`config.mk`:
```
export PLATFORM = sky130hd
export DESIGN_NAME = rse_ctrl
export DESIGN_NICKNAME = d
export VERILOG_FILES = /design/src/sv/rse_pkg.sv /design/src/sv/rse_ctrl.sv
export SDC_FILE = /design/constraint.sdc
export NUM_CORES = 1
export LEC_CHECK = 0
export BUFFER_PORTS_ARGS = -buffer_cell sky130_fd_sc_hd__buf_2
export CAP_MARGIN = 20
export CORE_AREA = 5 5 42 44
export CTS_CLUSTER_DIAMETER = 30
export DETAILED_ROUTE_END_ITERATION = 10
export DIE_AREA = 0 0 47 49
export HOLD_SLACK_MARGIN = 0.12
export PLACE_DENSITY = 0.4
export SYNTH_ARGS = -nofsm -noshare
export SYNTH_HDL_FRONTEND = slang
export SYNTH_SLANG_ARGS = --single-unit
```
`constraint.sdc`:
```
create_clock -name i_clk -period 2.8 [get_ports i_clk]
set_input_delay 0.28 -clock i_clk [delete_from_list [all_inputs] [get_ports i_clk]]
set_output_delay 0.28 -clock i_clk [all_outputs]
set_load 0.005 [all_outputs]
```
`src/sv/rse_pkg.sv`:
```
package rse_pkg;

    localparam logic [6:0] OPC_OP     = 7'b0110011;
    localparam logic [6:0] OPC_IMM    = 7'b0010011;
    localparam logic [6:0] OPC_LOAD   = 7'b0000011;
    localparam logic [6:0] OPC_STORE  = 7'b0100011;
    localparam logic [6:0] OPC_BRANCH = 7'b1100011;
    localparam logic [6:0] OPC_LUI    = 7'b0110111;
    localparam logic [6:0] OPC_JAL    = 7'b1101111;

    localparam logic [2:0] F3_ADD  = 3'd0;
    localparam logic [2:0] F3_SLL  = 3'd1;
    localparam logic [2:0] F3_SLT  = 3'd2;
    localparam logic [2:0] F3_XOR  = 3'd4;
    localparam logic [2:0] F3_OR   = 3'd6;
    localparam logic [2:0] F3_AND  = 3'd7;
    localparam logic [2:0] F3_WORD = 3'd2;
    localparam logic [2:0] F3_BEQ  = 3'd0;
    localparam logic [2:0] F3_BNE  = 3'd1;

    localparam logic [6:0] F7_BASE = 7'b0000000;
    localparam logic [6:0] F7_ALT  = 7'b0100000;

    localparam logic [4:0] REG_ZERO = 5'h00;
    localparam logic [4:0] SHAMT_MASK = 5'h1F;

    localparam logic [1:0] FAULT_NONE  = 2'd0;
    localparam logic [1:0] FAULT_UNDEF = 2'd1;
    localparam logic [1:0] FAULT_RANGE = 2'd2;

    typedef struct packed {
        logic [31:0] instruction;
        logic [31:0] pc;
    } t_in_item;

    typedef struct packed {
        logic [31:0] next_pc;
        logic        reg_written;
        logic [4:0]  dest_register;
        logic [31:0] written_value;
        logic        mem_written;
        logic [1:0]  fault;
    } t_out_item;

    typedef struct packed {
        logic capture;
        logic commit_exec;
        logic commit_load;
        logic clr_step;
    } t_cmd;

    typedef struct packed {
        logic is_load;
        logic clr_last;
    } t_sts;

endpackage

```
`src/sv/rse_ctrl.sv`:
```
module rse_ctrl
    import rse_pkg::*;
(
    input  logic i_clk,
    input  logic i_rst_n,
    input  logic i_in_valid,
    input  logic i_out_stall,
    input  t_sts i_sts,
    output t_cmd o_cmd,
    output logic o_in_stall,
    output logic o_out_valid
);

    typedef enum logic [1:0] {
        ST_CLEAR,
        ST_IDLE,
        ST_EXEC,
        ST_LOAD
    } t_state;

    t_state r_state;
    t_state n_state;
    logic   r_out_valid;
    logic   n_out_valid;
    logic   out_free;

    assign out_free = !r_out_valid || !i_out_stall;

    always_comb begin
        o_cmd       = '0;
        n_state     = r_state;
        n_out_valid = r_out_valid && i_out_stall;
        case (r_state)
            ST_CLEAR: begin
                o_cmd.clr_step = 1'b1;
                if (i_sts.clr_last) begin
                    n_state = ST_IDLE;
                end
            end
            ST_IDLE: begin
                if (i_in_valid) begin
                    o_cmd.capture = 1'b1;
                    n_state       = ST_EXEC;
                end
            end
            ST_EXEC: begin
                if (i_sts.is_load) begin
                    n_state = ST_LOAD;
                end else if (out_free) begin
                    o_cmd.commit_exec = 1'b1;
                    n_out_valid       = 1'b1;
                    n_state           = ST_IDLE;
                end
            end
            ST_LOAD: begin
                if (out_free) begin
                    o_cmd.commit_load = 1'b1;
                    n_out_valid       = 1'b1;
                    n_state           = ST_IDLE;
                end
            end
            default: begin
                n_state = ST_CLEAR;
            end
        endcase
    end

    always_ff @(posedge i_clk) begin
        if (!i_rst_n) begin
            r_state     <= ST_CLEAR;
            r_out_valid <= 1'b0;
        end else begin
            r_state     <= n_state;
            r_out_valid <= n_out_valid;
        end
    end

    assign o_in_stall  = (r_state != ST_IDLE);
    assign o_out_valid = r_out_valid;

endmodule

```
Word-level counts from Yosys, hierarchy flattened

Index checks and enable logic that the tools add are counted.

Logic and storage cells: 29
Register bits: 3
Output and inout port bits: 6
Input port bits: 6

Mux-type cells: 15
Reduce and logical (&&, ||, !) cells: 6
Equal/unequal tests: 6

Operator list:

| operator                                            | count |
|---|---|
| two-way mux 1 bit                                   | 9 |
| two-way mux 2 bit                                   | 4 |
| case mux 2 bit (4 select lines)                     | 1 |
| equality test 2 bit, second input constant          | 2 |
| != test 2 bit, second input constant                | 2 |
| equality test 2 x 1 -> 1 bit, second input constant | 1 |
| zero test 1 bit                                     | 2 |
| zero test 2 bit                                     | 1 |
| != test 2 x 1 -> 1 bit, second input constant       | 1 |
| case mux 1 bit (2 select lines)                     | 1 |
| AND reduction 2 bit                                 | 1 |
| logical AND 1 bit                                   | 1 |
| logical OR 1 bit                                    | 1 |

Longest topological paths before layout

Gate-level depths: netlist of run 1.

Word-level depth: 5
Mapped depth: 3
Gate-level depth less buffers: 3

Worst setup path after synthesis of run 1

No wires, ideal clock.

Path type: register -> register
Start: register r_out_valid (netlist: o_out_valid)
End: register r_state[0]
Clock period less this slack: 1.114 ns
Data arrival time: 0.997 ns
Buffers on the path: 0
Library setup time: 0.116 ns
Path slack: 1.686 ns
Stages on the path, launching flop included: 4
Data required time: 2.684 ns
Cell sequence: dfxtp_1 > nand2_1 > or4b_1 > o211a_1

Word-level cells in the longest chain between the ends: 5

RTL lines:

| element                           | line           | source |
|---|---|---|
| from (decl)                       | rse_ctrl.sv:23 | `logic r_out_valid;` |
| from (signal assigned)            | rse_ctrl.sv:74 | `r_out_valid <= n_out_valid;` |
| zero test 1 bit *                 | rse_ctrl.sv:27 | `assign out_free = !r_out_valid \|\| !i_out_stall;` |
| logical OR 1 bit *                | rse_ctrl.sv:27 |  |
| two-way mux 2 bit *               | --             |  |
| two-way mux 2 bit                 | --             |  |
| case mux 2 bit (4 select lines) * | --             |  |
| to (signal assigned)              | rse_ctrl.sv:73 | `r_state <= n_state;` |
| to (decl)                         | rse_ctrl.sv:21 | `t_state r_state;` |

Mark *: on every way between the ends. The rest lies on a longest branch, timed or not.
A chain may end at the register's enable or synchronous reset.

==> reports/metrics.cfg, run 1 <==
[worst_setup_path]
startpoint=r_state[0]$_SDFFE_PN0P_
worstPathCellList=nand2b_1 > nor2_1 > buf_2
cp.required_ns=2.52
cp_num_buf_inv=1
critical_path.endpoint=o_cmd[3]
r2r_slack_ns=1.64
crit_type=reg2out
arrival_ns=1.05
regToRegEndpoint=r_state[0]$_SDFFE_PN0P_
worstSetupEndpointType=output port
reg2reg_from=o_out_valid$_SDFF_PN0_
cpLargestDelayFamily=flip-flops
slowest_delay_ns=0.43
worst-r2r-cell-count=3
cp_max_fo=8
cp.depth=3
crit_slowest_cell=dfxtp_1
startpoint_type=flop

[sta]
fin_crit_sh_pct=47.45
fin_skew_ns=0.002986
hold_ws_ns=0.2971
setup_viol=0
fmax_ghz=0.7527
worst_slew_pin_slew_ns=0.2188
rsz0062_at_grt=false
period_minus_slack_ns=1.329
tns_ns=0
hold_viol_final=0
slew_headroom_pct=85.39
slew_violations=0

[cts]
cts_setup_buffers=0
path_clk_slew_ns=0.04
cts_htree_levels=1
ctsResizeCount=0
clkLatencyLatePin_ns=0.23
cts_made_buffers=3
cts-root-buf=clkbuf_4
clockBufferDepth=2
cts_tree=yes
cts_sinks=3
postCtsHoldBufs=0

[final_layout]
layout.nets=42
drive_gt1_share_pct=42.86
antenna_cells=0
syn2layout_area_growth_pct=63.78

[synthesis]
synth.distinct_cells=12
synth_area_um2=158.9
ys_warn_count=0
synthTopCellsByCount=dfxtp_1 (3), nand2_1 (3), nor2_1 (3), a21boi_1 (2), nand2b_1 (2)
synth_nets=26
synth_top_cell_by_area=dfxtp_1
synthTopCellsByArea=dfxtp_1 (38%), a21boi_1 (9.4%), nand2b_1 (7.9%)
yosysSeqAreaShare_pct=37.80
synth_edf_count=0
netlist_instances=20
async_flop_share_pct=0
syn_area_per_cell_um2=7.945
synth_top_area_share_pct=37.80
ys_ff_latch=3
synth_ff_type=dfxtp_1

[die]
io_pins=12
core_um2=1401
die_area_um2=2303
dieWidth_um=47
start_util_pct=11.34
row_count=14
die_h_um=49

[job]
maxCapViolCount=0

[power_and_ir_drop]
power.leakage_nw=0.1319
ir_drop_uv=127.8
powerDensity_nw_per_um2=560.0

[global_routing]
grt_max_degree=9
globalRoute.totalOverflow=0
antenna_found_initial=0
gr-usage-all-layers_pct=4.930
grt_pass1_vias=198
grt_pass1_wl_um=779

[place]
place_congestion=0.6341
dpl.hpwl_um=342.1
io_buffers=11

[worst_hold_path]
worst_hold_path_type=in2reg

[run_status]
status=complete, no violations

[routing]
drt-wirelength-per-cell_um=9.059
ant_nets=0
drc=0
drtPass1Iterations=4
vias=177
routed_via_density=3.471
routed_wl_um=462
drtIter0Drc=5

## logic make-up after synthesis
kind of cell / Yosys count / share of synthesized area (%)
buffers and inverters: 1 / 2.360
and+or+nand+nor: 11 / 36.22
AOI/OAI and AO/OA: 5 / 23.62
DFF: 3 / 37.80
## where the power goes
group	internal (mW)	switching (mW)
Combinational	0.0109	0.00868
Clock	0.0535	0.0234
Sequential	0.0456	0.00372
## placed cells by master, fill, tap and decap left out, drive strengths merged
cell type   n
nor2        3
dfxtp       3
nand2       3
buf        11
a21oi       1
o21a        1
nor3        1
or4b        1
a21boi      2
inv         1
and3        1
nand2b      2
clkbuf      4
o211a       1
## per-layer routing
| layer | vias to the layer above | global-route usage (%) | part of all wire (%) |
|---|---|---|---|
| li1 | 98 | - | - |
| met1 | 67 | 6.374 | 52 |
| met2 | 12 | 5.204 | 28 |
| met3 | 0 | 2.214 | 20 |
| met4 | 0 | 5.530 | 0 |
| met5 | - | 0 | 0 |
## sequential cells by signal, indices dropped and copies added, names as in the netlist
| register | count |
|---|---|
| o_out_valid | 1 |
| r_state | 2 |
## per-stage QoR
stage	total power, mW	std cells	setup WS, ns	instance area, um^2	util, %
after CTS	0.1505	51	1.470	260.3	18.57
after detailed placement	0.06962	47	1.604	234.0	16.70
after floorplan	0.05868	20	1.686	158.9	-
after global routing	0.1542	51	1.338	260.3	18.57
after global placement	0.06986	47	1.613	234.0	16.70
final	0.1457	51	1.471	260.3	18.57
## layout make-up
type                    instances  area, um^2
inverters                       1       3.754
clock buffers                   4       26.28
well taps                      16       20.02
repair buffers                 11       55.05
flip-flops and latches          3       60.06
fillers                       168        1141
multi-input cells              16       95.09
## worst register-to-register path: cells and delay by family (launching register included)
kind	cells	cell delay (ns)
AOI/OAI and AO/OA	1	0.13
DFF	1	0.32
and+or+nand+nor	2	0.60
## worst min path at each step
stage / endpoint / start / depth (start not counted)
floorplan: r_state[1]$_SDFFE_PN0P_ / i_rst_n / 1
global placement: r_state[1]$_SDFFE_PN0P_ / i_rst_n / 2
detailed placement: r_state[1]$_SDFFE_PN0P_ / i_rst_n / 2
CTS: r_state[1]$_SDFFE_PN0P_ / i_rst_n / 2
global route: r_state[1]$_SDFFE_PN0P_ / i_rst_n / 2
finish: r_state[1]$_SDFFE_PN0P_ / i_rst_n / 2
Power figures use the tool's default switching activity.
==> run 2: changes to the inputs <==
--- a/config.mk
+++ b/config.mk
@@ -12,7 +12,7 @@
 export DETAILED_ROUTE_END_ITERATION = 10
 export DIE_AREA = 0 0 47 49
 export HOLD_SLACK_MARGIN = 0.12
-export PLACE_DENSITY = 0.4
+export PLACE_DENSITY = 0.41
 export SYNTH_ARGS = -nofsm -noshare
 export SYNTH_HDL_FRONTEND = slang
 export SYNTH_SLANG_ARGS = --single-unit
==> constraint.sdc (replaced) <==
create_clock -name i_clk -period 1.1 [get_ports i_clk]
set_input_delay 0.11 -clock i_clk [delete_from_list [all_inputs] [get_ports i_clk]]
set_output_delay 0.11 -clock i_clk [all_outputs]
set_load 0.005 [all_outputs]
==> run 2 against run 1 <==
  * The flow now finishes with violations (negative setup slack)
  * Register-to-register slack got worse by 1.6 ns
  * Clock skew fell by 0.0019 ns
  * Via count rose by 27%
  * Die area did not move
  * Sequential power rose by 150%
  * Clock power rose by 150%
  * Design area rose by 41%
  * Sequential cell count did not move
  * Largest power group unchanged
  * Combinational power rose to 4.8 times the previous value
  * Setup slack got worse by 1.5 ns
  * Total power rose to 2.8 times the previous value
==> reports/metrics.cfg, run 2 (synthesis results as in run 1) <==
[place]
place_congestion=0.6655
placed_area_um2=260.3
dpl.hpwl_um=383.9
io_buffers=11
dpl.cell_count=50

[worst_setup_path]
crit_slowest_cell=dfxtp_2
cp_num_buf_inv=2
worstSetupEndpointType=output port
worstPathCellList=buf_6 > nand2b_4 > nor2_4 > buf_2
cp_max_fo=5
arrival_ns=1.00
startpoint_type=flop
cp.required_ns=0.99
cpLargestDelayFamily=flip-flops
slowest_delay_ns=0.32
crit_type=reg2out

[final_layout]
fillers=167
layout.nets=49
mostFrequentLayoutCells=buf_2 (10), buf_6 (5), clkbuf_4 (3)
largest-register=r_state
syn2layout_area_growth_pct=131.5
instances_no_fill=58
design_area_um2=367.9
largest_reg_flops=2
fin_util_pct=26.25
multiInputGateArea_um2=123.9
regArea_um2=62.56
drive_gt1_share_pct=66.67
antenna_cells=0
final_common_cell=buf_2

[routing]
drtPass1Iterations=2
routed_via_density=3.879
ant_nets=0
drc=0
routed_wl_um=585
vias=225
drt-wirelength-per-cell_um=10.09
drtIter0Drc=1

[sta]
slew_headroom_pct=91.23
fmax_ghz=0.9016
hold_viol_final=0
fin_ws_ns=-0.009179
hold_ws_ns=0.2366
worst_slew_pin_slew_ns=0.1316
slew_violations=0
fin_crit_sh_pct=100.8
rsz0062_at_grt=true
period_minus_slack_ns=1.109
fin_skew_ns=0.001081
tns_ns=-0.02204
setup_viol=3

[worst_hold_path]
worst_hold_path_type=in2reg

[cts]
cts-root-buf=clkbuf_4
clockBufferDepth=2
cts_made_buffers=3
cts_sinks=3
cts_tree=yes
path_clk_slew_ns=0.04
cts_htree_levels=1
clkLatencyLatePin_ns=0.23

[die]
row_count=14
start_util_pct=11.34
dieWidth_um=47
core_um2=1401
die_h_um=49
io_pins=12
die_area_um2=2303

[global_routing]
globalRoute.totalOverflow=0
gr-usage-all-layers_pct=6.263
grt_pass1_vias=234
grt_pass1_wl_um=1014
antenna_found_initial=0
grt_max_degree=8

[run_status]
violations=negative setup slack
status=finished with violations

[power_and_ir_drop]
ir_drop_uv=624.7
comb_power_share_pct=23.3
powerDensity_nw_per_um2=1106
switchingPower_mw=0.09991
seqPwrFrac_pct=29.8
clockPowerShare_pct=47.0
p_sw_share_pct=24.57
intPower_mw=0.3068
power.leakage_nw=0.1731

[job]
maxCapViolCount=0

[run 2: changes by cell type in the layout (fill, tap and decap cells not counted), moves of 2 or more]
cell	change
buf_6	+5
buf_4	+2
dfxtp_1	-2
dfxtp_2	+2
nand2_1	-2
nand2_2	+2
[run 2: metrics by stage]
step / worst slack (ns) / power, mW
CTS: -0.03215 / 0.4059
floorplan: 0.01905 / 0.1500
global placement: 0.03578 / 0.1884
detailed placement: 0.03102 / 0.1879
finish: -0.009179 / 0.4067
global route: -0.06727 / 0.4403
[run 2: layer usage]
layer,up-vias,wire length [um],GRT usage (%)
met2,14,223,7.919
met3,2,87,5.904
met4,0,6,1.382
met5,-,0,0
met1,96,267,7.675
li1,113,-,-
[run 2: layout make-up]
type                    count  share of cell area [%]
flip-flops and latches      3                   17.01
repair buffers             18                   35.71
clock buffers               4                   7.143
well taps                  16                   5.442
inverters                   1                   1.020
multi-input cells          16                   33.67
[run 2: power groups by stage]
stage / registers (mW) / logic [mW] / clock network, mW
finish: 0.121 / 0.0946 / 0.191
global route: 0.122 / 0.105 / 0.213
CTS: 0.120 / 0.0869 / 0.199
detailed placement: 0.122 / 0.0663 / 0
global placement: 0.122 / 0.0669 / 0
floorplan: 0.125 / 0.0245 / 0
[run 2: path summary, 6_finish.rpt]
path	from	endpoint	slack, ns	cells after the start
min	i_sts[1]	o_out_valid$_SDFF_PN0_	0.24	4
min reg2reg	r_state[1]$_SDFFE_PN0P_	o_out_valid$_SDFF_PN0_	0.58	3
max reg2reg	o_out_valid$_SDFF_PN0_	r_state[0]$_SDFFE_PN0P_	-0.009	3
max	r_state[1]$_SDFFE_PN0P_	o_cmd[3]	-0.009	4
[run 2: worst register-to-register path, cell delays in order, from the launching register on]
cell	delay [ns]
dfxtp_2	0.32
nand2_2	0.06
or4b_1	0.49
o211a_1	0.12
[run 2: repair_timing]
item	4_1_cts	5_1_grt
pin swaps	3	3
endpoints found under the hold margin	1	0
hold buffers	1	0
resized for setup	7	5
buffers inserted	3	0
setup endpoints to repair	3	4
